$ cat config.mk
export PLATFORM = sky130hd
export DESIGN_NAME = rind_road_calc
export DESIGN_NICKNAME = d
export VERILOG_FILES = /design/src/hw/rtl/road_impulse_noise_detector_defines.svh /design/src/hw/rtl/rind_pkg.sv /design/src/hw/rtl/rind_road_calc.sv
export SDC_FILE = /design/constraint.sdc
export NUM_CORES = 1
export LEC_CHECK = 0
export ABC_AREA = 1
export ABC_CLOCK_PERIOD_IN_PS = 6200
export BUFFER_PORTS_ARGS = -buffer_cell sky130_fd_sc_hd__buf_4
export CAP_MARGIN = 20
export CORE_UTILIZATION = 50
export DETAILED_ROUTE_END_ITERATION = 16
export GPL_TIMING_DRIVEN = 0
export PLACE_DENSITY = 0.71
export SLEW_MARGIN = 0
export SYNTH_ARGS = -nofsm -noshare
export SYNTH_HDL_FRONTEND = slang
export SYNTH_SLANG_ARGS = --single-unit
$ cat constraint.sdc
create_clock -name clk -period 6.2 [get_ports clk]
set_input_delay 1.24 -clock clk [delete_from_list [all_inputs] [get_ports clk]]
set_output_delay 1.24 -clock clk [all_outputs]
set_load 0.02 [all_outputs]
$ cat src/hw/rtl/road_impulse_noise_detector_defines.svh
// Assertion macros for the ROAD impulse noise detector.
// Included by the top level; no other dependencies.
`ifndef ROAD_IMPULSE_NOISE_DETECTOR_DEFINES_SVH
`define ROAD_IMPULSE_NOISE_DETECTOR_DEFINES_SVH

`ifndef SYNTHESIS
// Same-cycle implication, checked outside reset
`define RIND_ASSERT_SAME(lbl, ant, cons, msg) \
  lbl: assert property (@(posedge clk) disable iff (rst) (ant) |-> (cons)) \
    else $error(msg);
// Next-cycle implication, checked outside reset
`define RIND_ASSERT_NEXT(lbl, ant, cons, msg) \
  lbl: assert property (@(posedge clk) disable iff (rst) (ant) |=> (cons)) \
    else $error(msg);
`else
`define RIND_ASSERT_SAME(lbl, ant, cons, msg)
`define RIND_ASSERT_NEXT(lbl, ant, cons, msg)
`endif

`endif

$ cat src/hw/rtl/rind_pkg.sv
// Shared types and constants for the ROAD impulse noise detector.
// No dependencies; used by every module of the block.
`default_nettype none

package rind_pkg;

  // Frame geometry limits
  localparam int MAX_WIDTH  = 4096;
  localparam int MAX_HEIGHT = 4096;
  localparam int ADDR_W     = $clog2(MAX_WIDTH);
  localparam int ROW_W      = $clog2(MAX_HEIGHT);

  // Field widths
  localparam int SIZE_W  = 13;
  localparam int THR_W   = 10;
  localparam int SUM_W   = 10;
  localparam int COUNT_W = 24;

  // Configuration port
  localparam int APB_ADDR_W = 4;
  localparam int APB_DATA_W = 32;
  localparam int REG_SEL_W  = 2;
  localparam logic [REG_SEL_W-1:0] REG_FRAME_WIDTH     = 2'd0;
  localparam logic [REG_SEL_W-1:0] REG_FRAME_HEIGHT    = 2'd1;
  localparam logic [REG_SEL_W-1:0] REG_NOISE_THRESHOLD = 2'd2;

  // Register reset values and clamps
  localparam logic [SIZE_W-1:0] WIDTH_RESET     = 13'd640;
  localparam logic [SIZE_W-1:0] HEIGHT_RESET    = 13'd480;
  localparam logic [THR_W-1:0]  THRESHOLD_RESET = 10'd70;
  localparam logic [SIZE_W-1:0] SIZE_MIN        = 13'd3;
  localparam logic [SIZE_W-1:0] WIDTH_LIMIT     = SIZE_W'(MAX_WIDTH);
  localparam logic [SIZE_W-1:0] HEIGHT_LIMIT    = SIZE_W'(MAX_HEIGHT);

  localparam logic [COUNT_W-1:0] COUNT_MAX = {COUNT_W{1'b1}};

  typedef logic [7:0] pix_t;
  typedef pix_t [8:0] window_t;
  typedef pix_t [3:0] quad_t;

  // One line-store entry: pixel two rows up and one row up
  typedef struct packed {
    pix_t top;
    pix_t mid;
  } line_word_t;

  // Per-item control carried alongside the datapath
  typedef struct packed {
    logic decide;
    logic done;
    logic sof;
  } item_tag_t;

endpackage

`default_nettype wire

$ cat src/hw/rtl/rind_road_calc.sv
// ROAD statistic pipeline: absolute differences, two 4-sorters, merge and sum.
// Three register stages, all advancing on en. Depends on rind_pkg.
`default_nettype none

module rind_road_calc (
  input  wire logic                       clk,
  input  wire logic                       en,
  input  wire rind_pkg::window_t          window,
  output logic [rind_pkg::SUM_W-1:0]      road_sum
);

  rind_pkg::quad_t diff_lo;
  rind_pkg::quad_t diff_hi;
  rind_pkg::quad_t sort_lo;
  rind_pkg::quad_t sort_hi;
  rind_pkg::quad_t least;
  logic [rind_pkg::SUM_W-1:0] sum_next;

  function automatic rind_pkg::pix_t absdiff(input rind_pkg::pix_t a, input rind_pkg::pix_t b);
    return (a > b) ? a - b : b - a;
  endfunction

  // Four-input sorting network, ascending: three comparator layers
  function automatic rind_pkg::quad_t sort4(input rind_pkg::quad_t v);
    rind_pkg::quad_t s;
    rind_pkg::pix_t  t;
    s = v;
    if (s[0] > s[1]) begin t = s[0]; s[0] = s[1]; s[1] = t; end
    if (s[2] > s[3]) begin t = s[2]; s[2] = s[3]; s[3] = t; end
    if (s[0] > s[2]) begin t = s[0]; s[0] = s[2]; s[2] = t; end
    if (s[1] > s[3]) begin t = s[1]; s[1] = s[3]; s[3] = t; end
    if (s[1] > s[2]) begin t = s[1]; s[1] = s[2]; s[2] = t; end
    return s;
  endfunction

  // Stage A: eight neighbour differences to the centre
  always_ff @(posedge clk) begin
    if (en) begin
      for (int i = 0; i < 4; i++) begin
        diff_lo[i] <= absdiff(window[i], window[4]);
        diff_hi[i] <= absdiff(window[i + 5], window[4]);
      end
    end
  end

  // Stage B: sort each half
  always_ff @(posedge clk) begin
    if (en) begin
      sort_lo <= sort4(diff_lo);
      sort_hi <= sort4(diff_hi);
    end
  end

  // Stage C: half-cleaner picks the four smallest, then add them
  always_comb begin
    for (int i = 0; i < 4; i++) begin
      least[i] = (sort_lo[i] < sort_hi[3 - i]) ? sort_lo[i] : sort_hi[3 - i];
    end
    sum_next = rind_pkg::SUM_W'(least[0]) + rind_pkg::SUM_W'(least[1])
             + rind_pkg::SUM_W'(least[2]) + rind_pkg::SUM_W'(least[3]);
  end

  always_ff @(posedge clk) begin
    if (en) begin
      road_sum <= sum_next;
    end
  end

endmodule

`default_nettype wire

# [After elaboration in Yosys (flattened, before gate mapping)]
# Cells that the tools add are included.
[totals] register_bits=138 in_bits=74 elab_cells=92
[op_classes] addsub=19 magnitude_cmp=22 n_mux=34
[ops] op="$mux 8" n=24
[ops] op="$mux 16" n=10
[ops] op="$gt 8x8->1" n=18
[ops] op="$sub 8x8->8" n=16
[ops] op="$lt 8x8->1" n=4
[ops] op="$add 10x8->10" n=1
[ops] op="$add 9x8->10" n=1
[ops] op="$add 8x8->9" n=1

# [Logic depth before layout (Yosys ltp)]
# Gate-level depths: netlist of run 1.
[logic_depth] depth_word=8 ltp_mapped=38 mapped_depth_nobuf=35

# [Least setup slack after synthesis of run 1]
# OpenSTA, ideal clock, no wires.
[synth_path] path_type="register -> register" start="register diff_lo[23] (netlist bit)" end="register sort_lo[15] (netlist bit), data pin" setup_ns=0.253 arrival_time_ns=4.594 required_ns=5.947 setup_slack_ns=1.353 stages_incl_launch_ff=31 path_buffers=4 cell_sequence="edfxtp_1 ha_1 a21o_1 nor2_1 nand2_2 nand2_2 buf_6 clkbuf_1 nor2_1 a21oi_1 ha_1 nand2_1 inv_1 nand3_1 nand3b_1 nor2_2 nand2_1 o211ai_4 nand2_4 buf_6 nand2_4 nand2_1 ha_1 nand2_1 nor2_1 nand2_1 o31ai_2 inv_1 buf_2 nand3_1 nand2_1"
[synth_via] elab_chain_len=8 word_cells_on_any_way=11 classes_between="order compare (4); mux (7)"
[synth_lines] element="start, declared" line="rind_road_calc.sv:12" text="rind_pkg::quad_t diff_lo;"
[synth_lines] element="start signal, assigned by index" line="rind_road_calc.sv:40" text="diff_lo[i] <= absdiff(window[i], window[4]);"
[synth_lines] element="$gt 8x8->1" line="rind_road_calc.sv:29" text="if (s[2] > s[3]) begin t = s[2]; s[2] = s[3]; s[3] = t; end"
[synth_lines] element="$mux 16 (*)" line="rind_road_calc.sv:29"
[synth_lines] element="$mux 16 (*)" line="rind_road_calc.sv:48" text="if (en) begin"
[synth_lines] element="$gt 8x8->1 (on tied branches)" line="rind_road_calc.sv:31, rind_road_calc.sv:30"
[synth_lines] element="$mux 8 (on tied branches)" line="rind_road_calc.sv:31, rind_road_calc.sv:30"
[synth_lines] element="$mux 8" line="rind_road_calc.sv:48"
[synth_lines] element="$gt 8x8->1" line="rind_road_calc.sv:32" text="if (s[1] > s[2]) begin t = s[1]; s[1] = s[2]; s[2] = t; end"
[synth_lines] element="$mux 16 (*)" line="rind_road_calc.sv:32"
[synth_lines] element="end signal, assigned" line="rind_road_calc.sv:49" text="sort_lo <= sort4(diff_lo);"
[synth_lines] element="end, declared" line="rind_road_calc.sv:14" text="rind_pkg::quad_t sort_lo;"
# Mark *: on every way between the ends. The rest lies on a longest branch, timed or not. The select of a mux whose other input is x is not followed.
# A chain may end at the register's enable or synchronous reset.

# [Final worst setup path of run 1]
[layout_path] start="register diff_hi[7] (netlist bit)" end="register sort_hi[16] (netlist bit), data pin"
[layout_via] elab_chain_len=8 word_cells_on_any_way=11 classes_between="order compare (4); mux (7)"
[layout_lines] element="start, declared" line="rind_road_calc.sv:13" text="rind_pkg::quad_t diff_hi;"
[layout_lines] element="start signal, assigned by index" line="rind_road_calc.sv:41" text="diff_hi[i] <= absdiff(window[i + 5], window[4]);"
[layout_lines] element="$gt 8x8->1" line="rind_road_calc.sv:28" text="if (s[0] > s[1]) begin t = s[0]; s[0] = s[1]; s[1] = t; end"
[layout_lines] element="$mux 16 (*)" line="rind_road_calc.sv:28"
[layout_lines] element="$mux 16 (*)" line="rind_road_calc.sv:48"
[layout_lines] element="$gt 8x8->1 (on tied branches)" line="rind_road_calc.sv:31, rind_road_calc.sv:30"
[layout_lines] element="$mux 8 (on tied branches)" line="rind_road_calc.sv:31, rind_road_calc.sv:30"
[layout_lines] element="$mux 8" line="rind_road_calc.sv:48"
[layout_lines] element="$gt 8x8->1" line="rind_road_calc.sv:32"
[layout_lines] element="$mux 16 (*)" line="rind_road_calc.sv:32"
[layout_lines] element="end signal, assigned" line="rind_road_calc.sv:50" text="sort_hi <= sort4(diff_hi);"
[layout_lines] element="end, declared" line="rind_road_calc.sv:15" text="rind_pkg::quad_t sort_hi;"
# Marked as above.

==> flow_metrics.tcl, run 1 <==
set metrics [dict create \
    status "completed" \
    area_growth_pct 12.1 \
    grt_antenna_before_repair 0 \
    finalWirelength_um 36000 \
    cts-root-buf "clkbuf_16" \
    synth_cell_types 45 \
    core_mm2 0.0288 \
    finalSetupViolations 0 \
    crit_top_cell "nand2_1" \
    slew-limit-headroom 0.347 \
    required_ns 6.38 \
    grt_pass1_vias 11700 \
    post_cts_buffers 0 \
    crit_path_max_fanout 10 \
    numCtsBuffers 17 \
    setup_slack_ns 0.462 \
    vias 12400 \
    die_h_um 173 \
    layout.nets 2230 \
    cts_buffer_depth 2 \
    crit_buf_inv 7 \
    wl_per_cell_um 15.7 \
    die-area_mm2 0.0301 \
    drive_gt1_frac 0.103 \
    viasPerCell 5.40 \
    cts_tree "done" \
    gp_congestion 0.936 \
    fin_crit_sh 0.925 \
    holdBufCountCts 0 \
    crit_family "simple AND/OR/NAND/NOR gates" \
    overflow 0 \
    final_common_cell "nand2_1" \
    max_freq_mhz 174 \
    n_fill_cell 2581 \
    clk_pin_slew_worst_paths_ns 0.06 \
    hold_viol_final 0 \
    layout_common_cells "nand2_1, inv_1, ha_1" \
    critPathCaptureType "flop" \
    dr.pass1.iters 5 \
    cp_slowest_cell "edfxtp_1" \
    synthFlopType "edfxtp_1" \
    place_ws_ns 0.396 \
    cts_resized 0 \
    yosysWarnings 0 \
    tns_ns 0 \
    cpPeakStageDelay_ns 0.41 \
    start_util 0.511 \
    worstHoldPathType "reg -> reg" \
    maxCapViolations 0 \
    async_reset_ff_frac 0 \
    grt_first_pass_wirelength_um 58200 \
    synth-seq-area-share 0.282 \
    fin_skew_ns 0.0100 \
    cp-start-kind "flop" \
    dpl.hpwl_um 29400 \
    crit_type "reg -> reg" \
    postSynthCellCount 1790 \
    io_buffer_count 83 \
    syn_avg_cell_area_um2 8.21 \
    grt_max_degree 109 \
    placement_rows 62 \
    min_period_ns 5.74 \
    insertion_delay_ns 0.43 \
    synth_edf_count 138 \
    crit_arrival_ns 5.92 \
    synth-seq-cells 138 \
    rsz0062_at_grt "no" \
    n_antenna_cell 0 \
    cts.sinks 138 \
    die_w_um 173 \
    slew_violations 0 \
    syn-cell-area_mm2 0.0147 \
    syn-num-nets 2127 \
    drcViolationCount 0 \
    ios 84 \
    dr.first_iter.drc_count 1080 \
    htreeDepth 4 \
    grt_usage 0.242 \
    postRouteAntennaNets 0 \
    tightestPinTransition_ns 0.979 \
    final_core_util 0.573 \
]
-- synthesized netlist by cell type (3+ instances only) --
cell      number  share of area
o221ai_1      12         0.0072
nand3b_1      12         0.0061
mux2_2         6         0.0046
nand4_1        9         0.0038
and2_1        16         0.0068
nand2_1      346          0.088
nor2_1        81          0.021
nand3_2        3         0.0020
nand2_4       10         0.0077
o21ai_2        8         0.0048
a21oi_1      142          0.048
nand3_1      109          0.037
clkbuf_1      22         0.0056
nor3_1         4         0.0014
a211oi_1       4         0.0020
o21ai_1        7         0.0024
edfxtp_1     138           0.28
o211ai_1      17         0.0087
xor2_1        48          0.029
ha_1         231           0.20
a21o_1         7         0.0036
a221oi_1       7         0.0042
nand2_2       14         0.0060
o21ai_0      147          0.050
o21a_1         6         0.0031
inv_2          6         0.0015
fa_1          32          0.044
inv_1        262          0.067
xnor2_1       10         0.0060
buf_2          6         0.0020
buf_6          8         0.0061
nor2_2         6         0.0026
mux2i_1       33          0.022
nand4_2        4         0.0034
-- worst register-to-register path: cells and delay by family (launching register included) --
| kind | cells | cell delay [ns] |
|---|---|---|
| fa+ha+maj | 3 | 0.95 |
| simple gates | 18 | 2.17 |
| flops | 1 | 0.41 |
| compound gates | 3 | 0.65 |
| buf+inv | 7 | 1.30 |
-- registers in the layout, summed over array words and instances (netlist names) --
| signal | count |
|---|---|
| diff_hi | 32 |
| sort_hi | 32 |
| diff_lo | 32 |
| sort_lo | 32 |
| road_sum | 10 |
-- cell families (layout without fill, tap and decap cells) --
group,count (synthesis),in the layout,share of synthesized area
AO/OA/AOI/OAI,371,371,0.146
XOR/XNOR,58,58,0.0346
adder cells (fa/ha/maj),263,263,0.240
buffers and inverters,306,422,0.0833
flip-flops,138,138,0.282
multiplexers,39,39,0.0271
AND/OR/NAND/NOR,615,615,0.187
-- metal layers --
layer / global-route usage / wire (µm) / vias to the layer above
met5: 0 / 0 / -
met4: 0.0793 / 823 / 0
met3: 0.0182 / 1720 / 50
met2: 0.412 / 16900 / 370
met1: 0.327 / 16500 / 5675
li1: - / - / 6279
-- final cells by class --
type	instances	area (µm²)	share of cell area
Tap cell	384	480	0.0292
Sequential cell	138	4140	0.251
Timing Repair Buffer	84	654	0.0397
Clock buffer	18	429	0.0260
Clock inverter	14	198	0.0120
Inverter	268	1010	0.0610
Buffer	38	218	0.0132
Multi-Input combinational cell	1346	9350	0.567
-- stage by stage --
step | std cells | area [µm²] | hold WS [ns]
final | 2290 | 16500 | 0.775
after global routing | 2290 | 16500 | 0.844
after CTS | 2290 | 16500 | 0.776
after detailed placement | 2258 | 15800 | 0.760
after global placement | 2257 | 15800 | 0.771
after floorplan | 1790 | 14700 | 0.649
-- worst paths after layout --
kind	startpoint	to	slack, ns	cells past startpoint
hold reg to reg	diff_lo[10]$_DFFE_PP_	sort_lo[26]$_DFFE_PP_	0.77	4
setup reg to reg	diff_hi[7]$_DFFE_PP_	sort_hi[16]$_DFFE_PP_	0.46	31
setup / recovery	diff_hi[7]$_DFFE_PP_	sort_hi[16]$_DFFE_PP_	0.46	31
hold / removal	diff_lo[10]$_DFFE_PP_	sort_lo[26]$_DFFE_PP_	0.77	4
Power of run 1 is not shown: default switching activity piles up to over one toggle a cycle in this logic, so the estimate is an artifact.
==> run 2, diff against run 1 <==
--- a/config.mk
+++ b/config.mk
@@ -13,6 +13,7 @@
 export DETAILED_ROUTE_END_ITERATION = 16
 export GPL_TIMING_DRIVEN = 0
 export PLACE_DENSITY = 0.71
+export RECOVER_POWER = 100
 export SLEW_MARGIN = 0
 export SYNTH_ARGS = -nofsm -noshare
 export SYNTH_HDL_FRONTEND = slang
==> run 2 against run 1 <==
The flow now finishes with violations (capacitance limit, slew limit). Core utilization down 0.47 points. Worst setup slack worse by 0.011 ns. Die area stayed put. Via count rose by 0.12%.
==> flow_metrics.tcl, run 2 (synthesized netlist as in run 1, its figures left out) <==
set metrics [dict create \
    dpl.hpwl_um 29400 \
    n_antenna_cell 0 \
    cts_tree "done" \
    core_mm2 0.0288 \
    dr.first_iter.drc_count 971 \
    vias 12400 \
    tns_ns 0 \
    critPathCaptureType "flop" \
    maxCapViolations 2 \
    fin_skew_ns 0.0116 \
    min_period_ns 5.75 \
    die_w_um 173 \
    grt_usage 0.242 \
    fin_crit_sh 0.927 \
    insertion_delay_ns 0.43 \
    final_common_cell "nand2_1" \
    overflow 0 \
    start_util 0.511 \
    cpPeakStageDelay_ns 0.42 \
    gp_congestion 0.936 \
    die_h_um 173 \
    numCtsBuffers 17 \
    failed_checks "capacitance limit, slew limit" \
    cts.sinks 138 \
    place_ws_ns 0.396 \
    max_freq_mhz 174 \
    cp_slowest_cell "edfxtp_1" \
    io_buffer_count 83 \
    required_ns 6.37 \
    crit_type "reg -> reg" \
    cts-root-buf "clkbuf_16" \
    layout.nets 2230 \
    htreeDepth 4 \
    finalWirelength_um 35800 \
    placement_rows 62 \
    fin_cells 2290 \
    r2r_setup_slack_ns 0.45 \
    grt_first_pass_wirelength_um 58200 \
    clk_pin_slew_worst_paths_ns 0.06 \
    ios 84 \
    tightestPinTransition_ns 2.56 \
    drive_gt1_frac 0.0860 \
    area_growth_pct 11.2 \
    post_cts_buffers 0 \
    postRouteAntennaNets 0 \
    hold_viol_final 0 \
    wl_per_cell_um 15.7 \
    crit_top_cell "nand2_1" \
    layout_common_cells "nand2_1, inv_1, ha_1" \
    slew-limit-headroom -0.708 \
    cts_buffer_depth 2 \
    setup_slack_ns 0.451 \
    grt_max_degree 109 \
    die-area_mm2 0.0301 \
    worstHoldPathType "reg -> reg" \
    viasPerCell 5.41 \
    final_core_util 0.568 \
    slew_violations 141 \
    crit_arrival_ns 5.92 \
    finalSetupViolations 0 \
    grt_antenna_before_repair 0 \
    drcViolationCount 0 \
    dp.cells 2258 \
    grt_pass1_vias 11700 \
    status "complete, but fails checks" \
    crit_path_max_fanout 10 \
    dr.pass1.iters 6 \
    cp-start-kind "flop" \
]
==> run 2: layout make-up <==
class	instances	area [µm²]
Buffer	38	203
Tap cell	384	480
Clock inverter	14	198
Inverter	268	1010
Fill cell	2627	12400
Sequential cell	138	4140
Timing Repair Buffer	84	579
Clock buffer	18	429
Multi-Input combinational cell	1346	9300
==> run 2: through the flow <==
stage               cell area [µm²]  hold slack [ns]
detailed placement            15800            0.760
global route                  16300            0.845
floorplan                     14700            0.649
CTS                           16500            0.776
finish                        16300            0.777
global placement              15800            0.771
==> run 2: final timing paths <==
kind | start | to | cells after the start
min reg2reg | diff_lo[10]$_DFFE_PP_ | sort_lo[26]$_DFFE_PP_ | 4
max reg2reg | diff_hi[7]$_DFFE_PP_ | sort_hi[16]$_DFFE_PP_ | 31
max | diff_hi[7]$_DFFE_PP_ | sort_hi[16]$_DFFE_PP_ | 31
min | diff_lo[10]$_DFFE_PP_ | sort_lo[26]$_DFFE_PP_ | 4
==> run 2: metal layers <==
layer / wire, µm / global-route usage / vias up
li1: - / - / 6276
met1: 16400 / 0.327 / 5677
met3: 1710 / 0.0182 / 46
met2: 16900 / 0.412 / 390
met5: 0 / 0 / -
met4: 796 / 0.0793 / 0
==> run 2: worst max-delay path, delay by kind of cell, from the launching register on <==
kind | cells | cell delay (ns)
AO/OA/AOI/OAI | 3 | 0.65
flip-flops | 1 | 0.42
AND/OR/NAND/NOR | 18 | 2.19
adder cells (fa/ha/maj) | 3 | 0.94
buffers and inverters | 7 | 1.29
==> run 2: what timing repair did <==
action	in CTS	in global routing
setup endpoints to repair	0	20
hold buffers	0	0
gates resized for setup	0	3
Power of run 2 is left out for the same reason.
==> run 3, diff against run 2 <==
--- a/config.mk
+++ b/config.mk
@@ -10,6 +10,7 @@
 export BUFFER_PORTS_ARGS = -buffer_cell sky130_fd_sc_hd__buf_4
 export CAP_MARGIN = 20
 export CORE_UTILIZATION = 50
+export CTS_BUF_LIST = sky130_fd_sc_hd__clkbuf_16
 export DETAILED_ROUTE_END_ITERATION = 16
 export GPL_TIMING_DRIVEN = 0
 export PLACE_DENSITY = 0.71
==> run 3 against run 2 <==
The flow still finishes with violations (capacitance limit, slew limit). Worst setup slack about the same. Cell count unchanged. Core utilization unchanged. Critical path type unchanged. First-iteration DRC count stayed put. Sequential cell count is the same. Critical path depth did not move. Register-to-register slack about the same. Final area did not move. Routed wire length about the same.
==> flow_metrics.tcl, run 3 (synthesized netlist as in run 1, its figures left out) <==
set metrics [dict create \
    status "complete, but fails checks" \
    insertion_delay_ns 0.43 \
    layout_common_cells "nand2_1, inv_1, ha_1" \
    hold_slack_ns 0.777 \
    n_fill_cell 2627 \
    io_buffer_count 83 \
    r2r_setup_slack_ns 0.45 \
    drcViolationCount 0 \
    grt_max_degree 109 \
    design_area_mm2 0.0163 \
    dr.pass1.iters 8 \
    crit_type "reg -> reg" \
    min_period_ns 5.75 \
    hp-start "diff_lo[10]$_DFFE_PP_" \
    failed_checks "capacitance limit, slew limit" \
    place_area_mm2 0.0158 \
    finalSetupViolations 0 \
    worst_r2r_endpoint "sort_hi[16]$_DFFE_PP_" \
    placement_rows 62 \
    vias 12400 \
    wl_per_cell_um 15.7 \
    die-area_mm2 0.0301 \
    cts-root-buf "clkbuf_16" \
    grt_first_pass_wirelength_um 58200 \
    drive_gt1_frac 0.0860 \
    tightestPinTransition_ns 2.56 \
    n_antenna_cell 0 \
    crit_buf_inv 7 \
    ios 84 \
    area_growth_pct 11.2 \
    final_core_util 0.568 \
    overflow 0 \
    fin_skew_ns 0.00973 \
    grt_usage 0.242 \
    layout.nets 2230 \
    worstHoldPathCells 4 \
    required_ns 6.37 \
    cpPeakStageDelay_ns 0.42 \
    grt_antenna_before_repair 0 \
    timing.rr.start "diff_hi[7]$_DFFE_PP_" \
    cts.sinks 138 \
    cts_tree "done" \
    clk_pin_slew_worst_paths_ns 0.06 \
    crit_arrival_ns 5.92 \
    r2r_cells 31 \
    slew-limit-headroom -0.708 \
    crit_path_max_fanout 10 \
    dr.first_iter.drc_count 971 \
    grt_pass1_vias 11700 \
    htreeDepth 4 \
    cp_slowest_cell "edfxtp_1" \
    die_w_um 173 \
    viasPerCell 5.41 \
    numCtsBuffers 17 \
    slew_violations 141 \
    start_util 0.511 \
    critPathCaptureType "flop" \
    whs_endpoint "sort_lo[26]$_DFFE_PP_" \
    worstHoldPathType "reg -> reg" \
    core_mm2 0.0288 \
    postRouteAntennaNets 0 \
    hold_viol_final 0 \
    max_freq_mhz 174 \
    cts_buffer_depth 2 \
    crit_family "simple AND/OR/NAND/NOR gates" \
    dpl.hpwl_um 29400 \
    gp_congestion 0.936 \
    cp-start-kind "flop" \
    finalWirelength_um 35900 \
    fin_crit_sh 0.927 \
    crit_top_cell "nand2_1" \
    die_h_um 173 \
    final_common_cell "nand2_1" \
    maxCapViolations 2 \
]
==> run 3: cell types whose count changed in the layout (fill, tap and decap cells not counted), sizes merged <==
cell and delta:
clkbuf -1, inv +1
==> run 3: worst reg2reg max path, delay by kind of cell (launching register included) <==
family / cells / cell delay, ns
flip-flops: 1 / 0.42
buffers and inverters: 7 / 1.29
adder cells (fa/ha/maj): 3 / 0.96
AND/OR/NAND/NOR: 18 / 2.19
AO/OA/AOI/OAI: 3 / 0.65
==> run 3: through the flow <==
stage	setup TNS (ns)	worst slack [ns]	instances
global placement	0	0.457	2257
finish	0	0.451	2290
global route	-0.00702	-0.00702	2290
detailed placement	0	0.396	2258
CTS	0	0.373	2290
floorplan	0	1.35	1790
==> run 3: worst max path at each step <==
stage                           from               endpoint  slack, ns  cells past startpoint
3_3_place_gp   diff_lo[23]$_DFFE_PP_  sort_lo[23]$_DFFE_PP_       0.46                     27
5_1_grt        diff_lo[25]$_DFFE_PP_  sort_lo[23]$_DFFE_PP_     -0.007                     33
6_report        diff_hi[7]$_DFFE_PP_  sort_hi[16]$_DFFE_PP_       0.45                     31
4_1_cts         diff_lo[7]$_DFFE_PP_  sort_lo[23]$_DFFE_PP_       0.37                     31
2_1_floorplan  diff_lo[23]$_DFFE_PP_  sort_lo[15]$_DFFE_PP_       1.35                     30
3_5_place_dp    diff_lo[7]$_DFFE_PP_  sort_lo[23]$_DFFE_PP_       0.40                     31
==> run 3: what timing repair did <==
| action | in CTS | in global routing |
|---|---|---|
| hold buffers | 0 | 0 |
| resized for setup | 0 | 3 |
| endpoints found under the setup margin | 0 | 20 |
| buffers inserted | 0 | 0 |
==> run 3: layout make-up <==
class                           count  area (µm²)  area share
Timing Repair Buffer               84         579      0.0354
Tap cell                          384         480      0.0294
Clock buffer                       17         425      0.0260
Buffer                             38         203      0.0124
Sequential cell                   138        4140       0.254
Multi-Input combinational cell   1346        9300       0.569
Clock inverter                     15         201      0.0123
Inverter                          268        1010      0.0616
==> run 3: per-layer routing <==
layer / up-vias / global-route usage / share of wire
met4: 0 / 0.0793 / 0.022
met5: - / 0 / 0
li1: 6276 / - / -
met3: 46 / 0.0182 / 0.048
met2: 401 / 0.412 / 0.47
met1: 5673 / 0.327 / 0.46
Power of run 3 is left out for the same reason.
